**src/assert_macros.svh**
```systemverilog
// Assertion helpers for the RTL; included by smx_fifo.
`ifndef ASSERT_MACROS_SVH
`define ASSERT_MACROS_SVH

// Holds at every clock edge out of reset.
`define SMX_ALWAYS(lbl, expr) \
    lbl: assert property (@(posedge i_clk) disable iff (!i_rst_n) (expr)) \
        else $error("assertion failed");

// Antecedent implies consequent in the next cycle.
`define SMX_NEXT(lbl, ante, cons) \
    lbl: assert property (@(posedge i_clk) disable iff (!i_rst_n) (ante) |=> (cons)) \
        else $error("assertion failed");

`endif

```
**src/smx_pkg.sv**
```systemverilog
package smx_pkg;
    localparam int ROW_LEN = 64;
    localparam int IW = (ROW_LEN > 1) ? $clog2(ROW_LEN) : 1;
    localparam int CW = $clog2(ROW_LEN + 1);
    localparam int SW = $clog2(ROW_LEN) + 17;
    localparam int DW = 34;
    localparam int QD = 4;
    localparam int QW = $clog2(QD);

    typedef struct packed {
        logic [15:0]        score;
        logic               store;
        logic               last;
        logic [IW-1:0]      idx;
        logic signed [15:0] maxv;
        logic               ovf;
        logic [CW-1:0]      cnt;
    } t_entry;

    // round(65536 * 2^(-k/16))
    function automatic logic [16:0] pow2_q16(input logic [4:0] k);
        logic [16:0] v;
        case (k)
            5'd0:    v = 17'd65536;
            5'd1:    v = 17'd62757;
            5'd2:    v = 17'd60097;
            5'd3:    v = 17'd57549;
            5'd4:    v = 17'd55109;
            5'd5:    v = 17'd52773;
            5'd6:    v = 17'd50535;
            5'd7:    v = 17'd48393;
            5'd8:    v = 17'd46341;
            5'd9:    v = 17'd44376;
            5'd10:   v = 17'd42495;
            5'd11:   v = 17'd40693;
            5'd12:   v = 17'd38968;
            5'd13:   v = 17'd37316;
            5'd14:   v = 17'd35734;
            5'd15:   v = 17'd34219;
            5'd16:   v = 17'd32768;
            default: v = 17'd32768;
        endcase
        return v;
    endfunction
endpackage

```
**src/smx_front.sv**
```systemverilog
module smx_front import smx_pkg::*; (
    input  logic        i_clk,
    input  logic        i_rst_n,
    input  logic        i_s_tvalid,
    output logic        o_s_tready,
    input  logic [15:0] i_s_tdata,
    input  logic        i_s_tlast,
    input  logic        i_full,
    output logic        o_push,
    output t_entry      o_entry
);
    logic [CW-1:0]      r_cnt, n_cnt;
    logic signed [15:0] r_max, n_max;
    logic               r_ovf, n_ovf;
    logic               w_store;
    logic signed [15:0] w_s;

    assign o_s_tready = !i_full;
    assign o_push     = i_s_tvalid && !i_full;
    assign w_s        = $signed(i_s_tdata);
    assign w_store    = r_cnt < CW'(ROW_LEN);

    always_comb begin
        n_max = (w_store && (w_s > r_max)) ? w_s : r_max;
        n_ovf = r_ovf | !w_store;
        n_cnt = w_store ? r_cnt + CW'(1) : r_cnt;
        o_entry.score = i_s_tdata;
        o_entry.store = w_store;
        o_entry.last  = i_s_tlast;
        o_entry.idx   = r_cnt[IW-1:0];
        o_entry.maxv  = n_max;
        o_entry.ovf   = n_ovf;
        o_entry.cnt   = n_cnt;
    end

    always_ff @(posedge i_clk) begin
        if (!i_rst_n) begin
            r_cnt <= '0;
            r_max <= 16'sh8000;
            r_ovf <= 1'b0;
        end else if (o_push) begin
            if (i_s_tlast) begin
                r_cnt <= '0;
                r_max <= 16'sh8000;
                r_ovf <= 1'b0;
            end else begin
                r_cnt <= n_cnt;
                r_max <= n_max;
                r_ovf <= n_ovf;
            end
        end
    end
endmodule

```
**src/smx_fifo.sv**
```systemverilog
`include "assert_macros.svh"
module smx_fifo import smx_pkg::*; (
    input  logic   i_clk,
    input  logic   i_rst_n,
    input  logic   i_push,
    input  t_entry i_entry,
    input  logic   i_pop,
    output logic   o_full,
    output logic   o_empty,
    output t_entry o_entry
);
    t_entry        r_mem [QD];
    logic [QW-1:0] r_wp, r_rp;
    logic [QW:0]   r_cnt;

    assign o_full  = r_cnt == (QW+1)'(QD);
    assign o_empty = r_cnt == '0;
    assign o_entry = r_mem[r_rp];

    always_ff @(posedge i_clk) begin
        if (i_push) r_mem[r_wp] <= i_entry;
    end

    always_ff @(posedge i_clk) begin
        if (!i_rst_n) begin
            r_wp  <= '0;
            r_rp  <= '0;
            r_cnt <= '0;
        end else begin
            if (i_push) r_wp <= r_wp + QW'(1);
            if (i_pop)  r_rp <= r_rp + QW'(1);
            case ({i_push, i_pop})
                2'b10:   r_cnt <= r_cnt + (QW+1)'(1);
                2'b01:   r_cnt <= r_cnt - (QW+1)'(1);
                default: r_cnt <= r_cnt;
            endcase
        end
    end

    `SMX_ALWAYS(a_no_push_full, !(i_push && o_full))
    `SMX_ALWAYS(a_no_pop_empty, !(i_pop && o_empty))
    `SMX_NEXT(a_fill_up, i_push && !i_pop, r_cnt == $past(r_cnt) + (QW+1)'(1))
endmodule

```
**src/smx_back.sv**
```systemverilog
module smx_back import smx_pkg::*; (
    input  logic        i_clk,
    input  logic        i_rst_n,
    input  logic        i_empty,
    input  t_entry      i_entry,
    output logic        o_pop,
    output logic        o_m_tvalid,
    input  logic        i_m_tready,
    output logic [15:0] o_m_tdata,
    output logic        o_m_tlast,
    output logic        o_m_tuser
);
    localparam logic [2:0] ST_LOAD = 3'd0;
    localparam logic [2:0] ST_RD   = 3'd1;
    localparam logic [2:0] ST_EXP1 = 3'd2;
    localparam logic [2:0] ST_EXP2 = 3'd3;
    localparam logic [2:0] ST_EXP3 = 3'd4;
    localparam logic [2:0] ST_POST = 3'd5;
    localparam logic [2:0] ST_DIV  = 3'd6;
    localparam logic [2:0] ST_OUT  = 3'd7;

    logic [15:0]        r_mem [ROW_LEN];
    logic [2:0]         r_state;
    logic [IW-1:0]      r_idx;
    logic [CW-1:0]      r_cnt;
    logic signed [15:0] r_max;
    logic               r_ovf, r_emit;
    logic [15:0]        r_rd;
    logic [32:0]        r_t;
    logic [8:0]         r_n;
    logic [16:0]        r_hi;
    logic [32:0]        r_prod;
    logic [16:0]        r_e;
    logic [SW-1:0]      r_sum, r_rem;
    logic [DW-1:0]      r_dv;
    logic [5:0]         r_dc;
    logic [15:0]        r_prob;

    logic [15:0]   w_m;
    logic [32:0]   w_t;
    logic [16:0]   w_hi, w_lo, w_diff;
    logic [16:0]   w_p, w_e;
    logic [17:0]   w_rnd;
    logic [4:0]    w_sh;
    logic [SW:0]   w_trial;
    logic          w_ge;
    logic          w_lastel;

    assign o_pop      = (r_state == ST_LOAD) && !i_empty;
    assign w_lastel   = CW'(r_idx) == r_cnt - CW'(1);
    assign o_m_tvalid = r_state == ST_OUT;
    assign o_m_tdata  = r_prob;
    assign o_m_tlast  = w_lastel;
    assign o_m_tuser  = r_ovf;

    always_comb begin
        w_m    = 16'(r_max - $signed(r_rd));
        w_t    = 33'(w_m) * 33'd94548;
        w_hi   = pow2_q16({1'b0, r_t[23:20]});
        w_lo   = pow2_q16(5'({1'b0, r_t[23:20]}) + 5'd1);
        w_diff = w_hi - w_lo;
        w_p    = r_hi - 17'(r_prod >> 20);
        w_sh   = r_n[4:0];
        w_rnd  = 18'(w_p) + (18'd1 << (w_sh - 5'd1));
        if (r_n == 9'd0)       w_e = w_p;
        else if (r_n >= 9'd18) w_e = '0;
        else                   w_e = 17'(w_rnd >> w_sh);
        w_trial = {r_rem, r_dv[DW-1]};
        w_ge    = w_trial >= {1'b0, r_sum};
    end

    always_ff @(posedge i_clk) begin
        if (o_pop && i_entry.store) r_mem[i_entry.idx] <= i_entry.score;
        if (r_state == ST_RD) r_rd <= r_mem[r_idx];
    end

    always_ff @(posedge i_clk) begin
        r_t    <= w_t;
        r_n    <= r_t[32:24];
        r_hi   <= w_hi;
        r_prod <= 33'(w_diff) * 33'(r_t[19:0]) + 33'd524288;
        if (r_state == ST_EXP3) r_e <= w_e;
    end

    always_ff @(posedge i_clk) begin
        if (!i_rst_n) begin
            r_state <= ST_LOAD;
            r_idx   <= '0;
            r_cnt   <= '0;
            r_max   <= 16'sh8000;
            r_ovf   <= 1'b0;
            r_emit  <= 1'b0;
            r_sum   <= '0;
            r_dc    <= '0;
        end else begin
            case (r_state)
                ST_LOAD: begin
                    if (o_pop && i_entry.last) begin
                        r_max   <= i_entry.maxv;
                        r_cnt   <= i_entry.cnt;
                        r_ovf   <= i_entry.ovf;
                        r_idx   <= '0;
                        r_emit  <= 1'b0;
                        r_sum   <= '0;
                        r_state <= ST_RD;
                    end
                end
                ST_RD:   r_state <= ST_EXP1;
                ST_EXP1: r_state <= ST_EXP2;
                ST_EXP2: r_state <= ST_EXP3;
                ST_EXP3: r_state <= ST_POST;
                ST_POST: begin
                    if (!r_emit) begin
                        r_sum <= r_sum + SW'(r_e);
                        if (w_lastel) begin
                            r_idx  <= '0;
                            r_emit <= 1'b1;
                        end else begin
                            r_idx <= r_idx + IW'(1);
                        end
                        r_state <= ST_RD;
                    end else begin
                        r_dv    <= (DW'(r_e) << 16) + DW'(r_sum >> 1);
                        r_rem   <= '0;
                        r_dc    <= '0;
                        r_state <= ST_DIV;
                    end
                end
                ST_DIV: begin
                    r_rem <= w_ge ? SW'(w_trial - {1'b0, r_sum}) : SW'(w_trial);
                    r_dv  <= {r_dv[DW-2:0], w_ge};
                    r_dc  <= r_dc + 6'd1;
                    if (r_dc == 6'(DW - 1)) r_state <= ST_OUT;
                end
                ST_OUT: begin
                    if (i_m_tready) begin
                        if (w_lastel) begin
                            r_state <= ST_LOAD;
                        end else begin
                            r_idx   <= r_idx + IW'(1);
                            r_state <= ST_RD;
                        end
                    end
                end
                default: r_state <= ST_LOAD;
            endcase
        end
    end

    always_ff @(posedge i_clk) begin
        if (r_state == ST_DIV && r_dc == 6'(DW - 1)) begin
            r_prob <= (|r_dv[DW-2:15]) ? 16'hFFFF : {r_dv[14:0], w_ge};
        end
    end
endmodule

```
**src/softmax_row_unit.sv**
```systemverilog
// After the last element of a row, the back end first sums the exponentials of the
// row, then computes each probability in turn through the exp pipeline, the
// radix-2 divider and the transfer. Elements load one per cycle while the 4-deep
// queue has room.
// The row buffer is written from the queue; the back end holds it per row.
// Reset: i_rst_n synchronous, active low; clears counters, queue and state.
module softmax_row_unit import smx_pkg::*; (
    input  logic        i_clk,
    input  logic        i_rst_n,
    input  logic        i_s_tvalid,
    output logic        o_s_tready,
    input  logic [15:0] i_s_tdata,   // [15:0] score
    input  logic        i_s_tlast,
    output logic        o_m_tvalid,
    input  logic        i_m_tready,
    output logic [15:0] o_m_tdata,   // [15:0] probability
    output logic        o_m_tlast,
    output logic        o_m_tuser    // [0] row_overflow
);
    t_entry w_push_e, w_pop_e;
    logic   w_push, w_pop, w_full, w_empty;

    smx_front u_front (
        .i_clk, .i_rst_n, .i_s_tvalid, .o_s_tready, .i_s_tdata, .i_s_tlast,
        .i_full(w_full), .o_push(w_push), .o_entry(w_push_e)
    );

    smx_fifo u_fifo (
        .i_clk, .i_rst_n, .i_push(w_push), .i_entry(w_push_e), .i_pop(w_pop),
        .o_full(w_full), .o_empty(w_empty), .o_entry(w_pop_e)
    );

    smx_back u_back (
        .i_clk, .i_rst_n, .i_empty(w_empty), .i_entry(w_pop_e), .o_pop(w_pop),
        .o_m_tvalid, .i_m_tready, .o_m_tdata, .o_m_tlast, .o_m_tuser
    );
endmodule

```
**config.mk**
```make
export PLATFORM = sky130hd
export DESIGN_NAME = softmax_row_unit
export DESIGN_NICKNAME = d
export VERILOG_FILES = /design/src/smx_pkg.sv /design/src/smx_front.sv /design/src/smx_fifo.sv /design/src/smx_back.sv /design/src/softmax_row_unit.sv
export VERILOG_INCLUDE_DIRS = /design/src /design/src/src
export SDC_FILE = /design/constraint.sdc
export NUM_CORES = 2
export LEC_CHECK = 0
export BUFFER_PORTS_ARGS = -buffer_cell sky130_fd_sc_hd__buf_2
export CAP_MARGIN = 20
export CORE_ASPECT_RATIO = 1.5
export CORE_MARGIN = 8
export CORE_UTILIZATION = 55
export DETAILED_ROUTE_END_ITERATION = 10
export GPL_TIMING_DRIVEN = 0
export PLACE_DENSITY = 0.71
export SYNTH_ARGS = -nofsm -noshare
export SYNTH_HDL_FRONTEND = slang
export SYNTH_SLANG_ARGS = --single-unit
```
**constraint.sdc**
```tcl
create_clock -name i_clk -period 8.7 [get_ports i_clk]
set_clock_uncertainty 0.1 [all_clocks]
set_input_delay 0.87 -clock i_clk [delete_from_list [all_inputs] [get_ports i_clk]]
set_output_delay 0.87 -clock i_clk [all_outputs]
set_load 0.01 [all_outputs]
```
==> impl_metrics.ini <==
[status]
outcome = finished, violations left
violations = setup timing

[synthesis]
yosys.area.top_type = edfxtp_1
synth_nets = 6017
yosysWarnings = 0
synthesis.area_mm2 = 0.0773
syn_inst = 5315
synth_seq_cells = 1505
syn_area_per_cell_um2 = 14.5
ys_seq_area_share_pct = 56.1
synthFlopType = edfxtp_1
ys_types = 97
synthTopCellsByArea = edfxtp_1, mux4_2, fa_1, ha_1, dfxtp_1
synth_edf_count = 1322
synth_most_common_cell = edfxtp_1
synth_top_cell_area_share_pct = 51.3
synth_async_sr_flop_share_pct = 0
synth_common_cells = edfxtp_1, inv_1, nand2_1

[floorplanning]
io_pins = 41
die_area_mm2 = 0.153
initial_core_util_pct = 55.4
fp.dieH_um = 475
num_rows = 168
die_w_um = 322
coreArea_mm2 = 0.140

[sta]
drv_slew = 0
min_period_ns = 9.45
slew_headroom_pct = 24.5
setup_tns_ns = -4.72
fmax_mhz = 106
rsz0062_at_grt = yes
tightest_slew_ns = 1.13
fin_crit_sh_pct = 109
hold_viol_final = 0
finalWorstSetupSlack_ns = -0.754
setup_viol = 11

[worst_hold_path]
min_path_type = reg -> reg

[grt]
first_global_vias = 47800
antenna_found_initial = 10
met1_usage_pct = 27.8
gr-usage-met2_pct = 46.3
track_usage_pct = 25.0
grt_util_met3_pct = 3.39
top_usage_layer = met2
grt_pass1_wl_um = 287000
grt_max_degree = 65
grt_overflow = 0

[finish]
final_nets = 6353
final_area_mm2 = 0.0876
layout-drive-gt1-share_pct = 18.6
syn_to_final_growth_pct = 13.2
fin_util_pct = 62.7
nFillCells = 10200

[detailed_routing]
via_count = 45700
wire_per_inst_um = 25.0
viasPerCell = 5.98
antenna_left = 0
drcViolationCount = 0
dr.pass1.iters = 8
wl_um = 191000
drt-initial-drc-count = 3617

[setup_path]
end_kind = flop
crit_required_ns = 9.29
critPathBufInv = 7
startpoint_type = flop
path_max_fanout = 10
slowest_delay_ns = 0.58
critPathMostFrequentCell = fa_1
criticalPathCategory = reg -> reg
cp.arrival_ns = 10.04
worst_path_max_delay_cell = fa_2
worst_path_dominant_cell_family = adder cells

[clock_tree]
clkLatencyLatePin_ns = 0.78
htree_levels = 4
root_buffer = clkbuf_16
hold_buffers = 0
ctsLongestPathBuffers = 3
clk_pin_slew_ns = 0.06
cts_tree = yes
cts_buffers = 139
cts_sinks = 1505

[placement]
dpl_cell_area_mm2 = 0.0815
dp_slack_ns = -2.03
dp_hpwl_um = 139000
gp_congestion = 0.929
portBuffers = 40

[flow_run]
drv_cap = 0
## state kept, by name, indices dropped and copies added (netlist names), 6 cells and up, named ones only
signal / flops
u_back.r_mem: 1024
u_fifo.r_mem: 192
u_back.r_dv: 34
u_back.r_t: 31
u_back.r_rem: 23
u_back.r_sum: 23
u_back.r_e: 17
u_back.r_hi: 17
u_back.w_hi: 17
u_back.o_m_tdata: 16
u_back.r_max: 16
u_back.r_rd: 16
u_front.r_max: 16
u_back.r_prod: 13
u_back.r_n: 9
u_back.r_cnt: 7
u_front.r_cnt: 7
u_back.r_dc: 6
u_back.r_idx: 6
## cell families (layout without fill, tap and decap cells)
logic type	count (synthesis)	count (layout)	synth area share, %
other	0	4	0
multiplexers	420	420	11.7
flip-flops	1505	1505	56.1
AND/OR/NAND/NOR	1183	1183	7.34
XOR/XNOR	182	182	2.08
adder cells (fa/ha/maj)	682	682	14.0
AO/OA/AOI/OAI	599	599	5.14
buffers and inverters	744	1190	3.64
## cells in the final DEF (no fill, tap or decap), types with 118 or more instances in the layout
master and instances:
inv_1 526, clkbuf_16 144, ha_1 356, a21oi_1 132, mux4_2 384, dfxtp_1 179, edfxtp_1 1322, nor2_1 154
nand2_1 447, o21ai_0 135, fa_1 306, and2_1 118, clkbuf_1 159
## through the flow
| stage | hold slack, ns | std cells |
|---|---|---|
| after floorplan | 0.210 | 5315 |
| after global placement | 0.210 | 7225 |
| after detailed placement | 0.214 | 7308 |
| after CTS | 0.228 | 7601 |
| after global routing | 0.236 | 7632 |
| final | 0.225 | 7635 |
## metal layers
metal / part of all wire [%] / wire length [µm]
met1: 35 / 66900
met2: 54 / 103000
met3: 5.3 / 10100
met4: 5.8 / 11000
met5: 0.027 / 51
## layout make-up
type	count	area [µm²]	share of cell area, %
Clock buffer	172	3710	4.23
Tap cell	1870	2340	2.67
Multi-Input combinational cell	3066	32100	36.7
Sequential cell	1505	43400	49.5
Timing Repair Buffer	198	2260	2.58
Inverter	537	2020	2.31
Clock inverter	79	837	0.956
Antenna cell	4	10.0	0.0114
Buffer	204	878	1.00
## final timing paths
path                                     start           endpoint  slack [ns]  cells after the start
worst min register to register  u_back.r_t[26]      u_back.r_n[2]        0.23                      0
worst min-delay path            u_back.r_t[26]      u_back.r_n[2]        0.23                      0
worst max register to register  u_back.r_t[21]  u_back.r_prod[32]       -0.75                     38
worst max-delay path            u_back.r_t[21]  u_back.r_prod[32]       -0.75                     38
## repair_timing
| item | 4_1_cts | 5_1_grt |
|---|---|---|
| cloned | 0 | 1 |
| setup endpoints to repair | 29 | 39 |
| setup buffers | 45 | 20 |
| gates resized for setup | 132 | 66 |
| pin swaps | 59 | 33 |
Power is not shown: default switching activity piles up to over one toggle a cycle in this logic, so the estimate is an artifact.
